--- config.mk ---
export PLATFORM = sky130hd
export DESIGN_NAME = double_step_line_rasterizer_core
export DESIGN_NICKNAME = d
export VERILOG_FILES = /design/src/sv/dsl_pkg.sv /design/src/sv/dsl_ctrl.sv /design/src/sv/dsl_dp.sv /design/src/sv/double_step_line_rasterizer_core.sv
export SDC_FILE = /design/constraint.sdc
export NUM_CORES = 1
export LEC_CHECK = 0
export ABC_CLOCK_PERIOD_IN_PS = 9860
export BUFFER_PORTS_ARGS = -buffer_cell sky130_fd_sc_hd__buf_4
export CAP_MARGIN = 20
export CORE_MARGIN = 2
export CORE_UTILIZATION = 40
export CTS_CLUSTER_DIAMETER = 60
export DETAILED_ROUTE_END_ITERATION = 12
export GPL_ROUTABILITY_DRIVEN = 0
export GPL_TIMING_DRIVEN = 0
export SLEW_MARGIN = 25
export SYNTH_ARGS = -nofsm -noshare
export SYNTH_HDL_FRONTEND = slang
export SYNTH_SLANG_ARGS = --single-unit
--- constraint.sdc ---
create_clock -name clk -period 9.86 [get_ports clk]
set_input_delay 1.972 -clock clk [delete_from_list [all_inputs] [get_ports clk]]
set_output_delay 1.972 -clock clk [all_outputs]
set_load 0.1 [all_outputs]
--- src/sv/dsl_pkg.sv ---
`default_nettype none

package dsl_pkg;

  // Coordinate width of the endpoints.
  localparam int unsigned COORD_BITS = 8;
  // Width of the decision variable and its increments.
  localparam int unsigned DEC_BITS = 12;
  // Loop pass counter width: up to 63 passes of four pixels.
  localparam int unsigned LOOP_BITS = 6;

  typedef logic [COORD_BITS-1:0] coord_t;
  typedef logic signed [DEC_BITS-1:0] dec_t;

  // One input beat.
  typedef struct packed {
    logic [7:0]  x_start;
    logic [7:0]  y_start;
    logic [7:0]  x_end;
    logic [7:0]  y_end;
    logic [31:0] colour;
  } line_in_t;

  // One result beat: a group of up to four pixels.
  typedef struct packed {
    logic [7:0]  px0;
    logic [7:0]  py0;
    logic [7:0]  px1;
    logic [7:0]  py1;
    logic [7:0]  px2;
    logic [7:0]  py2;
    logic [7:0]  px3;
    logic [7:0]  py3;
    logic [2:0]  pixel_count;
    logic [31:0] pixel_colour;
    logic        last_group;
  } group_out_t;

  // A plotted pixel in screen coordinates.
  typedef struct packed {
    logic [7:0] x;
    logic [7:0] y;
  } pixel_t;

  // Commands from the sequencer to the datapath.
  typedef struct packed {
    logic load;
    logic setup;
    logic step;
    logic tail;
    logic extra;
  } dsl_cmd_t;

  // Status from the datapath to the sequencer.
  typedef struct packed {
    logic zero_len;
    logic loops_done;
    logic tail_full;
  } dsl_stat_t;

  // Map a major/minor point back to x/y.
  function automatic pixel_t mk_px(input logic swp, input coord_t major, input coord_t minor);
    pixel_t p;
    p.x = 8'(swp ? minor : major);
    p.y = 8'(swp ? major : minor);
    return p;
  endfunction

endpackage

`default_nettype wire

--- src/sv/dsl_ctrl.sv ---
`default_nettype none

module dsl_ctrl (
  input  wire logic               clk,
  input  wire logic               rst_n,
  input  wire logic               start,
  input  wire dsl_pkg::dsl_stat_t stat,
  output dsl_pkg::dsl_cmd_t       cmd,
  output logic                    busy
);
  import dsl_pkg::*;

  typedef enum logic [3:0] {
    ST_IDLE  = 4'b0001,
    ST_SETUP = 4'b0010,
    ST_LOOP  = 4'b0100,
    ST_EXTRA = 4'b1000
  } state_t;

  state_t state_r, state_nxt;

  // Next state and commands.
  always_comb begin
    state_nxt = state_r;
    cmd = '0;
    unique case (state_r)
      ST_IDLE: begin
        if (start) begin
          cmd.load = 1'b1;
          state_nxt = ST_SETUP;
        end
      end
      ST_SETUP: begin
        cmd.setup = 1'b1;
        state_nxt = stat.zero_len ? ST_IDLE : ST_LOOP;
      end
      ST_LOOP: begin
        if (stat.loops_done) begin
          cmd.tail = 1'b1;
          state_nxt = stat.tail_full ? ST_EXTRA : ST_IDLE;
        end else begin
          cmd.step = 1'b1;
        end
      end
      ST_EXTRA: begin
        cmd.extra = 1'b1;
        state_nxt = ST_IDLE;
      end
      default: state_nxt = ST_IDLE;
    endcase
  end

  // State register.
  always_ff @(posedge clk) begin
    if (!rst_n) begin
      state_r <= ST_IDLE;
    end else begin
      state_r <= state_nxt;
    end
  end

  assign busy = (state_r != ST_IDLE);

`ifndef SYNTHESIS
  a_onehot: assert property (@(posedge clk) disable iff (!rst_n) $onehot(state_r))
    else $error("state register not one-hot");
  a_start_setup: assert property (@(posedge clk) disable iff (!rst_n)
    (start && !busy) |=> (state_r == ST_SETUP))
    else $error("accepted line did not enter setup");
  a_step_loops: assert property (@(posedge clk) disable iff (!rst_n)
    cmd.step |-> !stat.loops_done)
    else $error("loop pass issued with no passes left");
  a_extra_after_tail: assert property (@(posedge clk) disable iff (!rst_n)
    cmd.extra |-> $past(cmd.tail))
    else $error("extra group without a preceding tail");
`endif

endmodule

`default_nettype wire

--- src/sv/dsl_dp.sv ---
`default_nettype none

module dsl_dp (
  input  wire logic               clk,
  input  wire logic               rst_n,
  input  wire dsl_pkg::line_in_t  in_data,
  input  wire dsl_pkg::dsl_cmd_t  cmd,
  output dsl_pkg::dsl_stat_t      stat,
  output logic                    out_valid,
  output dsl_pkg::group_out_t     out_data
);
  import dsl_pkg::*;

  localparam coord_t CMASK = coord_t'((1 << COORD_BITS) - 1);

  line_in_t in_r;
  coord_t   fmaj_r, fmin_r, bmaj_r, bmin_r;
  dec_t     dec_r, pb_r, ia_r, ib_r;
  logic [LOOP_BITS-1:0] loops_r;
  logic [1:0] tail_r;
  logic     neg_r, swp_r, steep_r;
  pixel_t   carry0_r, carry1_r, extra_r;
  logic     out_valid_r;
  group_out_t out_r, out_nxt;

  // Setup: deltas, axis swap and initial decision terms.
  coord_t xs, ys, xe, ye, dx0, dy0, dx, dy, ms, me, ns, ne, dm1;
  logic   sxn, syn, swp, steep;
  dec_t   dxe, dye, ib0, pb0, ia0, d0;
  always_comb begin
    xs = in_r.x_start & CMASK;
    ys = in_r.y_start & CMASK;
    xe = in_r.x_end & CMASK;
    ye = in_r.y_end & CMASK;
    sxn = xe < xs;
    syn = ye < ys;
    dx0 = sxn ? xs - xe : xe - xs;
    dy0 = syn ? ys - ye : ye - ys;
    swp = dy0 > dx0;
    dx = swp ? dy0 : dx0;
    dy = swp ? dx0 : dy0;
    ms = swp ? ys : xs;
    me = swp ? ye : xe;
    ns = swp ? xs : ys;
    ne = swp ? xe : ye;
    dxe = dec_t'({1'b0, dx});
    dye = dec_t'({1'b0, dy});
    ib0 = (dye <<< 2) - (dxe <<< 1);
    steep = !ib0[DEC_BITS-1];
    pb0 = steep ? (dye - dxe) <<< 1 : dye <<< 1;
    ia0 = pb0 <<< 1;
    d0 = steep ? ia0 + dxe : ia0 - dxe;
    dm1 = dx - coord_t'(1);
  end

  // One double-step pass: minor steps for the two forward and two backward pixels.
  logic   c1, lt, gt;
  logic [1:0] s1, s2, sb1;
  coord_t f1n, f2n, b1n, b2n, f1m, f2m, b1m, b2m;
  pixel_t pf1, pf2, pb1, pb2;
  always_comb begin
    c1 = steep_r ? (dec_r > 0) : (dec_r < 0);
    lt = dec_r < pb_r;
    gt = dec_r > pb_r;
    if (c1) begin
      s1 = steep_r ? 2'd1 : 2'd0;
      s2 = steep_r ? 2'd2 : 2'd0;
    end else if (lt) begin
      s1 = 2'd0;
      s2 = 2'd1;
    end else begin
      s1 = 2'd1;
      s2 = 2'd1;
    end
    // The tail's backward pixel holds its minor on a steep line at the bound.
    sb1 = s1;
    if (cmd.tail && !c1 && !lt && steep_r && !gt) sb1 = 2'd0;
    f1m = fmaj_r + coord_t'(1);
    f2m = fmaj_r + coord_t'(2);
    b1m = bmaj_r - coord_t'(1);
    b2m = bmaj_r - coord_t'(2);
    f1n = neg_r ? fmin_r - coord_t'(s1) : fmin_r + coord_t'(s1);
    f2n = neg_r ? fmin_r - coord_t'(s2) : fmin_r + coord_t'(s2);
    b1n = neg_r ? bmin_r + coord_t'(sb1) : bmin_r - coord_t'(sb1);
    b2n = neg_r ? bmin_r + coord_t'(s2) : bmin_r - coord_t'(s2);
    pf1 = mk_px(swp_r, f1m, f1n);
    pf2 = mk_px(swp_r, f2m, f2n);
    pb1 = mk_px(swp_r, b1m, b1n);
    pb2 = mk_px(swp_r, b2m, b2n);
  end

  assign stat.zero_len   = (dx == '0);
  assign stat.loops_done = (loops_r == '0);
  assign stat.tail_full  = (tail_r == 2'd3);

  // Input capture and line state.
  always_ff @(posedge clk) begin
    if (cmd.load) in_r <= in_data;
    if (cmd.setup) begin
      swp_r   <= swp;
      neg_r   <= sxn != syn;
      steep_r <= steep;
      pb_r    <= pb0;
      ia_r    <= ia0;
      ib_r    <= ib0;
      dec_r   <= d0;
      loops_r <= dm1[COORD_BITS-1:2];
      tail_r  <= dm1[1:0];
      if (ms > me) begin
        fmaj_r <= me; fmin_r <= ne; bmaj_r <= ms; bmin_r <= ns;
        carry0_r <= mk_px(swp, me, ne);
        carry1_r <= mk_px(swp, ms, ns);
      end else begin
        fmaj_r <= ms; fmin_r <= ns; bmaj_r <= me; bmin_r <= ne;
        carry0_r <= mk_px(swp, ms, ns);
        carry1_r <= mk_px(swp, me, ne);
      end
    end
    if (cmd.step) begin
      fmaj_r  <= f2m;
      fmin_r  <= f2n;
      bmaj_r  <= b2m;
      bmin_r  <= b2n;
      dec_r   <= c1 ? dec_r + ia_r : dec_r + ib_r;
      loops_r <= loops_r - LOOP_BITS'(1);
      carry0_r <= pb1;
      carry1_r <= pb2;
    end
    if (cmd.tail) extra_r <= pb1;
  end

  // Next result group: unused slots stay zero.
  always_comb begin
    out_nxt = '0;
    out_nxt.pixel_colour = in_r.colour;
    if (cmd.setup) begin
      out_nxt.px0 = 8'(xs);
      out_nxt.py0 = 8'(ys);
      out_nxt.pixel_count = 3'd1;
      out_nxt.last_group = 1'b1;
    end else if (cmd.step) begin
      {out_nxt.px0, out_nxt.py0} = carry0_r;
      {out_nxt.px1, out_nxt.py1} = carry1_r;
      {out_nxt.px2, out_nxt.py2} = pf1;
      {out_nxt.px3, out_nxt.py3} = pf2;
      out_nxt.pixel_count = 3'd4;
    end else if (cmd.tail) begin
      {out_nxt.px0, out_nxt.py0} = carry0_r;
      {out_nxt.px1, out_nxt.py1} = carry1_r;
      if (tail_r != 2'd0) {out_nxt.px2, out_nxt.py2} = pf1;
      if (tail_r[1]) {out_nxt.px3, out_nxt.py3} = pf2;
      out_nxt.pixel_count = stat.tail_full ? 3'd4 : 3'd2 + 3'(tail_r);
      out_nxt.last_group = !stat.tail_full;
    end else begin
      {out_nxt.px0, out_nxt.py0} = extra_r;
      out_nxt.pixel_count = 3'd1;
      out_nxt.last_group = 1'b1;
    end
  end

  // Result group register.
  always_ff @(posedge clk) begin
    out_r <= out_nxt;
  end

  // Result strobe.
  always_ff @(posedge clk) begin
    if (!rst_n) begin
      out_valid_r <= 1'b0;
    end else begin
      out_valid_r <= (cmd.setup && stat.zero_len) || cmd.step || cmd.tail || cmd.extra;
    end
  end

  assign out_valid = out_valid_r;
  assign out_data  = out_r;

`ifndef SYNTHESIS
  a_count_range: assert property (@(posedge clk) disable iff (!rst_n)
    out_valid |-> (out_data.pixel_count != 3'd0 && out_data.pixel_count <= 3'd4))
    else $error("group pixel count out of range");
  a_step_full: assert property (@(posedge clk) disable iff (!rst_n)
    $past(cmd.step) |-> (out_data.pixel_count == 3'd4 && !out_data.last_group))
    else $error("loop group not full or marked last");
  a_cmd_onehot: assert property (@(posedge clk) disable iff (!rst_n)
    $onehot0({cmd.load, cmd.setup, cmd.step, cmd.tail, cmd.extra}))
    else $error("more than one datapath command");
`endif

endmodule

`default_nettype wire

--- src/sv/double_step_line_rasterizer_core.sv ---
`default_nettype none
// Symmetric double-step line rasterizer.
// Input channel: a line beat (two clipped endpoints and a colour) is taken
// on a clock edge where start is high and busy is low. busy stays high until
// the last pixel group of the line has been issued.
// Result channel: each group of up to four pixels appears on out_data for
// exactly one cycle with out_valid high; pixel_count tells how many slots
// hold pixels and unused slots read zero. last_group marks the final group.
// The receiver cannot stall; every group is consumed when shown.
// Sequence: the accepting cycle, the setup state, then one loop pass of the
// sequencer per four-pixel group, a tail group, and one more group when the
// tail leaves five pixels. A zero-length line gives a single group from the
// setup state. Each group is registered before it is shown. The next line
// may be accepted in the cycle where busy falls, while the last group is
// shown.
// Reset (rst_n low, synchronous) returns the sequencer to idle and drops
// out_valid; any line in progress is abandoned.
module double_step_line_rasterizer_core (
  input  wire logic                clk,
  input  wire logic                rst_n,
  input  wire logic                start,
  output logic                     busy,
  input  wire dsl_pkg::line_in_t   in_data,
  output logic                     out_valid,
  output dsl_pkg::group_out_t      out_data
);
  import dsl_pkg::*;

  dsl_cmd_t  cmd;
  dsl_stat_t stat;

  // Sequencer.
  dsl_ctrl u_ctrl (
    .clk   (clk),
    .rst_n (rst_n),
    .start (start),
    .stat  (stat),
    .cmd   (cmd),
    .busy  (busy)
  );

  // Stepping and packing datapath.
  dsl_dp u_dp (
    .clk       (clk),
    .rst_n     (rst_n),
    .in_data   (in_data),
    .cmd       (cmd),
    .stat      (stat),
    .out_valid (out_valid),
    .out_data  (out_data)
  );

endmodule

`default_nettype wire

Word level (Yosys, flattened, before mapping) --
Cells that the tools add are included.
Operators by class: equal/unequal tests 9, add/sub/neg operators 25, $lt $le $gt $ge 8, bitwise operators 1, reductions and logical operators 19, multiplexer cells 78
Operators with widths (number):
- 2-to-1 mux 8 bit | 36
- 2-to-1 mux 16 bit | 10
- 2-to-1 mux 67 bit | 1
- 2-to-1 mux 12 bit | 4
- 2-to-1 mux 48 bit | 1
- adder 8 x 2 -> 8 bit | 4
- subtractor 8 x 2 -> 8 bit | 4
- subtractor 8 bit | 4
- adder 12 bit | 2
- greater-than comparator 8 bit | 2
- less-than comparator 8 bit | 2
- subtractor 8 x 1 -> 8 bit, second input constant | 2
- adder 12 x 9 -> 12 bit | 1
- greater-than comparator 12 x 1 -> 1 bit, second input constant | 1
- greater-than comparator 12 bit | 1
- less-than comparator 12 x 1 -> 1 bit, second input constant | 1
- less-than comparator 12 bit | 1
- 2-to-1 mux 1 bit | 12
- 2-to-1 mux 4 bit | 3
- 2-to-1 mux 6 bit | 2
- one-hot mux 4 bit (3 select lines) | 1
- subtractor 12 x 9 -> 12 bit | 1
- 2-to-1 mux 11 bit | 1
- subtractor 10 x 9 -> 11 bit | 1
- 25 further kinds | 42
Storage, ports and cells: logic and storage cells 178, output and inout port bits 102, bits in registers 296, input bits 67

Longest topological paths before layout --
Gate-level depths: netlist of the first run.
depth after elaboration 12, gate-level depth with buffers 47

Hierarchy --
Synthesis of the first run repeated with hierarchy kept, for this count alone.
Second synthesis, totals: cell total of the unflattened synthesis 1686, area, all modules 16737.3 um^2
Modules (own cells, without submodules):
- dsl_dp | times used 1, cells each 1660, area each 16505.8 um^2, sequential area each 7637.3 um^2
- dsl_ctrl | times used 1, cells each 26, area each 231.5 um^2, sequential area each 80.1 um^2

Least setup slack after synthesis of the first run --
Ideal clock, no wire load.
path kind reg-to-reg, from register u_dp.in_r, in the netlist u_dp.xe[0], to register u_dp.dec_r[8], data pin, slack 1.555 ns, arrival time 8.035 ns, period minus slack after synthesis 8.305 ns, cell stages (with the launch flop) 47, path through edfxtp_1 > inv_1 > ha_1 > fa_1 > nand2b_2 > a21oi_2 > o21ai_4 > mux2i_1 > a221oi_1 > o21ai_0 > xor2_1 > inv_1 > ha_1 > buf_2 > nand4_1 > nor2_1 > nor2_1 > nor2_2 > (+11 left out) > o31ai_1 > o41ai_2 > buf_2 > buf_2 > o21ai_0 > ha_1 > a21o_1 > a21oi_1 > o21bai_1 > a21oi_1 > nor2_1 > nor2_1 > nor2_1 > nor2_1 > xnor2_1 > a21o_1 > a21oi_1 > a21oi_1
On the way: cells in the longest elaborated chain, start to end 10, elaborated cells on any way between the ends 15, those cells by class 6 x add/sub; 2 x order compare; 7 x mux
RTL lines:
- start: declaration | line dsl_dp.sv:16 | line_in_t in_r;
- start signal: assignment | line dsl_dp.sv:98 | if (cmd.load) in_r <= in_data;
- subtractor 8 bit / less-than comparator 8 bit (equally long branches) | line dsl_dp.sv:37, dsl_dp.sv:35
- 2-to-1 mux 8 bit * | line dsl_dp.sv:37 | dx0 = sxn ? xs - xe : xe - xs;
- greater-than comparator 8 bit | line dsl_dp.sv:39 | swp = dy0 > dx0;
- 2-to-1 mux 8 bit, on equally long branches | line dsl_dp.sv:41, dsl_dp.sv:40
- subtractor 10 x 9 -> 11 bit * | line dsl_dp.sv:48 | ib0 = (dye <<< 2) - (dxe <<< 1);
- net u_dp.ib0[10] | line dsl_dp.sv:29 | dec_t dxe, dye, ib0, pb0, ia0, d0;
- 2-to-1 mux 11 bit * | line dsl_dp.sv:50 | pb0 = steep ? (dye - dxe) <<< 1 : dye <<< 1;
- net u_dp.pb0[1] | line dsl_dp.sv:29
- adder 12 x 9 -> 12 bit / subtractor 12 x 9 -> 12 bit (equally long branches) | line dsl_dp.sv:52 | d0 = steep ? ia0 + dxe : ia0 - dxe;
- 2-to-1 mux 12 bit * | line dsl_dp.sv:52
- 2-to-1 mux 12 bit * | line dsl_dp.sv:99 | if (cmd.setup) begin
- 2-to-1 mux 12 bit * | line dsl_dp.sv:119 | if (cmd.step) begin
- end signal: assignment | line dsl_dp.sv:124 | dec_r <= c1 ? dec_r + ia_r : dec_r + ib_r;
- end: declaration | line dsl_dp.sv:18 | dec_t dec_r, pb_r, ia_r, ib_r;
Mark *: on every way through the listed nets, which the timed path passes. The rest lies on a longest branch. The select of a mux whose other input is x is not followed. A chain may end at the register's enable or synchronous reset.

Worst setup path in the final report of the first run --
from register u_dp.in_r, in the netlist u_dp.ye[0], to register u_dp.dec_r[8], data pin
On the way: cells in the longest elaborated chain, start to end 10, elaborated cells on any way between the ends 15, those cells by class 6 x add/sub; 2 x order compare; 7 x mux
RTL lines:
- subtractor 8 bit / less-than comparator 8 bit (equally long branches) | line dsl_dp.sv:38, dsl_dp.sv:36
- 2-to-1 mux 8 bit * | line dsl_dp.sv:38 | dy0 = syn ? ys - ye : ye - ys;
- greater-than comparator 8 bit * | line dsl_dp.sv:39
- net u_dp.swp | line dsl_dp.sv:28 | logic sxn, syn, swp, steep;
- 2-to-1 mux 8 bit, on equally long branches | line dsl_dp.sv:41, dsl_dp.sv:40
- subtractor 10 x 9 -> 11 bit * | line dsl_dp.sv:48
- net u_dp.ib0[10] | line dsl_dp.sv:29
- 2-to-1 mux 11 bit * | line dsl_dp.sv:50
- net u_dp.pb0[1] | line dsl_dp.sv:29
- adder 12 x 9 -> 12 bit / subtractor 12 x 9 -> 12 bit (equally long branches) | line dsl_dp.sv:52
- 2-to-1 mux 12 bit * | line dsl_dp.sv:52
- 2-to-1 mux 12 bit * | line dsl_dp.sv:99
- 2-to-1 mux 12 bit * | line dsl_dp.sv:119
Marks and branches as above.

==> results of run 1 <==
==> area by class of cell <==
class / count / area [µm²] / share of cell area
Multi-Input combinational cell: 1220 / 8390 / 0.414
Sequential cell: 292 / 7720 / 0.381
Timing Repair Buffer: 192 / 1560 / 0.0771
Clock buffer: 45 / 986 / 0.0487
Tap cell: 539 / 674 / 0.0333
Inverter: 120 / 452 / 0.0223
Buffer: 73 / 318 / 0.0157
Clock inverter: 16 / 165 / 0.00815
==> per-stage QoR <==
step,hold slack (ns),utilization,area [µm²]
after floorplan,0.323,-,16800
after global placement,0.323,0.449,18700
after detailed placement,0.327,0.454,18900
after CTS,0.340,0.482,20100
after global routing,0.343,0.486,20300
final,0.339,0.486,20300
==> cell usage after synthesis, types with 19 or more instances <==
master | count | area share
a21oi_1 | 196 | 0.058
xor2_1 | 40 | 0.021
clkbuf_1 | 52 | 0.012
and2_1 | 29 | 0.011
a21o_1 | 26 | 0.012
inv_1 | 117 | 0.026
mux2i_1 | 83 | 0.050
o21ai_0 | 81 | 0.024
o21bai_1 | 19 | 0.0085
a211oi_1 | 25 | 0.011
ha_1 | 121 | 0.090
nand2_1 | 134 | 0.030
dfxtp_1 | 105 | 0.13
edfxtp_1 | 187 | 0.33
xnor2_1 | 63 | 0.033
nor2_1 | 192 | 0.043
==> worst max path at each step <==
stage / from / end / cells after the start
6_report: u_dp.ye[0] / u_dp.dec_r[8] / 46
4_1_cts: u_dp.ye[0] / u_dp.dec_r[8] / 43
5_1_grt: u_dp.xe[5] / u_dp.dec_r[8] / 45
3_5_place_dp: u_dp.xs[7] / u_dp.dec_r[8] / 46
3_3_place_gp: u_dp.xs[7] / u_dp.dec_r[8] / 46
2_1_floorplan: u_dp.xe[0] / u_dp.dec_r[8] / 46
==> sequential cells by signal, summed over array words and instances (netlist names), 10 cells and up <==
| register | count |
|---|---|
| u_dp.pb_r | 10 |
| u_dp.dec_r | 12 |
| u_dp.carry1_r | 16 |
| u_dp.in_r | 32 |
| u_dp.extra_r | 16 |
| u_dp.out_data | 100 |
| u_dp.carry0_r | 16 |
| u_dp.ib_r | 10 |
==> cells by family after synthesis <==
logic type / after synthesis / share of synthesized area
adder cells (fa/ha/maj): 133 / 0.104
buffers and inverters: 193 / 0.0445
multiplexers: 93 / 0.0565
XOR/XNOR: 105 / 0.0562
AND/OR/NAND/NOR: 469 / 0.128
AO/OA/AOI/OAI: 420 / 0.151
flip-flops: 292 / 0.460
==> layer usage <==
metal  GRT usage  routed length [µm]  vias to the layer above
li1            -                   -                     6453
met1       0.325               22400                     6426
met2       0.348               21600                      632
met3      0.0488                5050                      102
met4      0.0803                1730                        0
met5           0                   0                        -
==> what timing repair did <==
action | in CTS | in global routing
gates resized for setup | 7 | 19
setup buffers | 1 | 15
pin swaps | 0 | 5
setup endpoints to repair | 8 | 7
cloned | 0 | 0
==> results by group, run 1 <==
Run status
  – Status: completed

Finish
  – Most frequent cells in the layout: 196 x a21oi_1, 189 x nor2_1, 187 x buf_4, 187 x edfxtp_1, 134 x nand2_1
  – Post-Layout Cell Count: about 2.5k
  – Layout area overhead: 20.8%
  – # diodes: 0
  – Filler Cell Count: between 3k and 4k
  – Layout net count: between 2k and 2.5k
  – Most common cell after layout, fill and taps aside: a21oi_1
  – Fraction of layout cells with a size suffix above 1: 0.157

Setup path
  – Largest stage delay, worst path: roughly 0.50 ns
  – Sum of buffers and inverters on the critical path: 11
  – WP data arrival: 9.73 ns
  – R2r setup slk: 0.39 ns
  – Max FO, Critical Path: 10
  – Critical Path End Type: flop
  – Critical Path Most Common Cell: nor2_1
  – CP Launch Type: flop
  – R2r endpoint: u_dp.dec_r[8]
  – Largest delay share family, worst path: compound AO/OA/AOI/OAI gates
  – Register-to-Register Path Depth: 46
  – Worst r2r src: u_dp.ye[0]
  – Slowest CP cell: edfxtp_1
  – Worst path required time: approximately 10 ns
  – Crit path kind: flop to flop

Global routing
  – Global-route usage over all layers: 0.230
  – First-pass GRT wire length: ~77 mm
  – Antenna violations before repair: 0
  – Pin count of the biggest net entering global routing: 40
  – Number of global-route vias before repair: between 10k and 15k
  – Grt ovf: 0

CTS
  – Cts-stage hold buffer count: 0
  – Clk buf depth: 3
  – Clock transition at path regs: approximately 0.060 ns
  – Clock sinks: approximately 290
  – Clk_lat worst skew: about 0.54 ns
  – CTS tree: done
  – H-Tree Depth: 2
  – Num CTS Buffers: 34
  – Root Buffer: clkbuf_16

STA
  – Final Hold Viols: 0
  – Min Tclk post-route: 9.47 ns
  – Slew headroom: 0.352
  – Setup tns final: 0 ns
  – Setup violators final: 0
  – Setup ws final: about 0.39 ns
  – Least-Margin Pin Slew: 0.968 ns
  – Final period util: 0.961
  – Final Max Slew Viols: 0
  – FMAX: around 110 MHz
  – Clk_skew: 0.0181 ns

Worst hold path
  – Worst hold stages: 0
  – End of the worst hold path: u_dp.out_data[2]
  – Worst min path class: flop to flop
  – Worst Hold Launch: u_dp.in_r[1]

Floorplan
  – Core area: around 42000 µm²
  – I/O Pins: about 170
  – Starting density of the core: 0.403
  – Rows: 75
  – Chip Height: around 210 µm
  – Die width: about 210 µm
  – Die ar.: 43600 µm²

Routing
  – Detailed Routing Iterations Pass 1: 5
  – Wirelength per Cell: about 20 µm
  – Final Routed Wirelength: approximately 51 mm
  – Post-DRT Antenna Nets: 0
  – 1st-iter DRT viols: around 1.4k
  – # DRC: 0
  – Via count: approximately 14k
  – DR vias/cell: between 5 and 6

Logic synthesis
  – Post-synth EDFFs: between 150 and 200
  – Synthesized instance count: 1705
  – Post-synth net total: ~1.9k
  – Sequential fraction of the synthesis area: 0.460
  – Yosys reg bits: 292
  – Synth Flop Type: edfxtp_1
  – Ys async rst share: 0
  – Ys Warns: 0
  – Syn Area/Cell: 9.84 µm²
  – Cell Area, Synth: around 17000 µm²
  – Synth cell types: between 70 and 80

Place
  – I/O Buffers: approximately 170
  – Setup WS pre-CTS: -0.624 ns
  – Post-DP HPWL: 40.4 mm
  – Cell Count Post-Placement: 2420

Flow run
  – Max-cap violations: 0
Power of run 1 is left out: the tool's default activity adds up to more than one toggle a clock period on the data nets, which glitch-free logic cannot reach.
==> run 2, diff against run 1 <==
ABC_AREA = 1   (was unset)
==> results by group, run 2 <==
Logic synthesis
  – Synth top cells by count: 519 x nand2_1, 234 x inv_1, 218 x o21ai_0, 187 x edfxtp_1, 137 x nor2_1
  – Most common cell in the netlist: nand2_1
  – Synth top area share: 0.323 (-0.0116)
  – Synth Flop Type: edfxtp_1
  – Largest area contributor in the netlist: edfxtp_1
  – Yosys reg bits: 292 (unchanged)
  – Synthesized instance count: 2078 (+22%)
  – Post-synth net total: 2277 (+20%)
  – Main area contributors after synthesis: edfxtp_1 32%, dfxtp_1 12%, nand2_1 11%
  – Synth cell types: 55 (-30%)
  – Cell Area, Synth: 17400 µm² (+3.6%)
  – Syn Area/Cell: 8.36 µm² (-15%)
  – Ys Warns: 0 (unchanged)
  – Ys async rst share: 0 (unchanged)
  – Sequential fraction of the synthesis area: 0.444 (-0.0159)
  – Post-synth EDFFs: 187 (unchanged)

CTS
  – Postcts setup bufs: 0 (-1)
  – Root Buffer: clkbuf_16
  – Num CTS Buffers: 36 (+5.9%)
  – CTS tree: done
  – Cts-stage hold buffer count: 0 (unchanged)
  – Clock sinks: 292 (unchanged)
  – Clock transition at path regs: 0.06 ns (about the same)
  – H-Tree Depth: 2 (unchanged)
  – Clk_lat worst skew: 0.57 ns (+0.03 ns)
  – Clk buf depth: 3 (unchanged)
  – Post_cts resized: 0 (-7)

Finish
  – Max FFs per register: 100 (unchanged)
  – Layout area overhead: 19.8%
  – Multi-input logic area: 8400 µm² (+0.16%)
  – FF+latch area: 7720 µm² (unchanged)
  – Most common cell after layout, fill and taps aside: nand2_1
  – Fraction of layout cells with a size suffix above 1: 0.151 (-0.00644)
  – Largest regs: u_dp.out_data (100), u_dp.in_r (32)
  – Final core utilization: 0.484 (-0.00191)
  – Most flop-heavy register: u_dp.out_data
  – Filler Cell Count: 4146 (+7.4%)
  – # diodes: 0 (unchanged)
  – Most frequent cells in the layout: 518 x nand2_1, 234 x inv_1, 218 x o21ai_0
  – Layout net count: 2491 (+17%)

Floorplan
  – I/O Pins: 169 (unchanged)
  – Chip Height: 212 µm (+1.7%)
  – Rows: 76 (+1.3%)
  – Die width: 212 µm (+1.7%)
  – Die ar.: 45100 µm² (+3.5%)
  – Starting density of the core: 0.404 (+0.00164)
  – Core area: 43000 µm² (+3.2%)

Global routing
  – Global-route usage over all layers: 0.235 (+0.00531)
  – Number of global-route vias before repair: 14.6k (+12%)
  – First-pass GRT wire length: 80.7 mm (+5.5%)
  – Pin count of the biggest net entering global routing: 52 (+30%)
  – Grt ovf: 0 (unchanged)
  – Antenna violations before repair: 0 (unchanged)

Routing
  – Detailed Routing Iterations Pass 1: 6 (+1)
  – DR vias/cell: 5.18 (-4.9%)
  – Via count: 15.1k (+11%)
  – Post-DRT Antenna Nets: 0 (unchanged)
  – # DRC: 0 (unchanged)
  – Wirelength per Cell: 18.1 µm (-11%)
  – Final Routed Wirelength: 52.6 mm (+3.7%)
  – 1st-iter DRT viols: 1438 (+3.7%)

Worst hold path
  – Worst min path class: flop to flop

STA
  – Final Hold Viols: 0 (unchanged)
  – RSZ-0062 raised after global routing: false
  – Setup violators final: 0 (unchanged)
  – Final Max Slew Viols: 0 (unchanged)
  – Slew headroom: 0.406 (+0.0542)
  – Final period util: 0.829 (-0.132)
  – Clk_skew: 0.0445 ns (+0.0264 ns)
  – Min Tclk post-route: 8.17 ns (-1.30 ns)
  – Least-Margin Pin Slew: 0.887 ns (-0.0810 ns)
  – FMAX: 122 MHz (+16%)
  – Setup tns final: 0 ns (unchanged)

Run status
  – Status: completed

Power and ir drop
  – VDD IR max: between 0.15 and 0.2 mV
  – Pwr dens: ~370 nW/µm²
  – Leak pwr: between 9 and 10 nW

Setup path
  – CP Launch Type: flop
  – Critical Path Most Common Cell: nand2_1
  – Largest stage delay, worst path: 0.67 ns (+0.17 ns)
  – WP data arrival: 8.46 ns (-1.27 ns)
  – Slowest CP cell: o21ai_1
  – Worst path required time: 10.15 ns (+0.03 ns)
  – Crit path kind: flop to flop
  – Critical Path End Type: flop
  – Max FO, Critical Path: 10 (unchanged)

Flow run
  – Max-cap violations: 0 (unchanged)

Place
  – I/O Buffers: 168 (unchanged)
  – Post-DP HPWL: 41.1 mm (+1.7%)
run 2: cell count changes in the layout (fill, tap and decap cells not counted), sizes merged, moves of 18 or more:
cell    delta
xnor2     -43
inv      +123
a21o      -22
nand3     +79
a21oi     -83
o21ai    +141
and2      -28
nand2    +439
a211oi    -18
nor2      -51
mux2i     -76
run 2: final cells by class:
class / instances / area share
Buffer: 71 / 0.0163
Inverter: 249 / 0.0449
Clock inverter: 17 / 0.00979
Tap cell: 585 / 0.0352
Clock buffer: 49 / 0.0521
Sequential cell: 292 / 0.371
Timing Repair Buffer: 176 / 0.0675
Multi-Input combinational cell: 1466 / 0.404
run 2: worst max-delay path: cells and delay by family (launching register included):
kind,cells,cell delay [ns]
AOI/OAI and AO/OA,10,2.23
adders and majority gates,6,2.19
buffers and inverters,11,1.30
DFF,1,0.53
and+or+nand+nor,14,1.63
run 2: path summary, 6_finish.rpt:
path                             to  depth (start not counted)  slack, ns          start
setup / recovery      u_dp.dec_r[8]                         41       1.69     u_dp.ye[0]
hold / removal    u_dp.out_data[23]                          0       0.32  u_dp.in_r[22]
setup reg to reg      u_dp.dec_r[8]                         41       1.69     u_dp.ye[0]
hold reg to reg   u_dp.out_data[23]                          0       0.32  u_dp.in_r[22]
run 2: per-stage QoR:
step / std cells / setup WS [ns] / hold slack, ns / instance area, µm² / power (mW)
global route: 2905 / 1.06 / 0.335 / 20800 / 8.31
finish: 2905 / 1.69 / 0.319 / 20800 / 7.75
global placement: 2831 / 1.18 / 0.324 / 19400 / 6.15
floorplan: 2078 / 3.46 / 0.323 / 17400 / 4.99
detailed placement: 2839 / 1.74 / 0.327 / 19500 / 6.24
CTS: 2905 / 1.72 / 0.312 / 20800 / 7.67
run 2: layer usage:
metal / vias to the layer above / GRT usage / routed length [µm]
met5: - / 0 / 0
met4: 0 / 0.101 / 2110
met3: 111 / 0.0399 / 4550
met2: 680 / 0.376 / 23700
met1: 6912 / 0.313 / 22300
li1: 7351 / - / -
run 2: power breakdown:
group	switching (mW)	internal (mW)	total, mW
Combinational	3.16	1.45	4.61
Sequential	0.0598	1.67	1.73
Clock	0.543	0.862	1.40
run 2: kinds of logic (layout without fill, tap and decap cells):
group                      after synthesis  after routing  share of synthesized area
and+or+nand+nor                        847            847                      0.213
AOI/OAI and AO/OA                      411            411                      0.130
buffers and inverters                  320            562                     0.0734
DFF                                    292            292                      0.444
adders and majority gates              132            132                     0.0998
xor gates and xnor gates                69             69                     0.0348
muxes                                    7              7                    0.00403
Power figures use the tool's default switching activity.
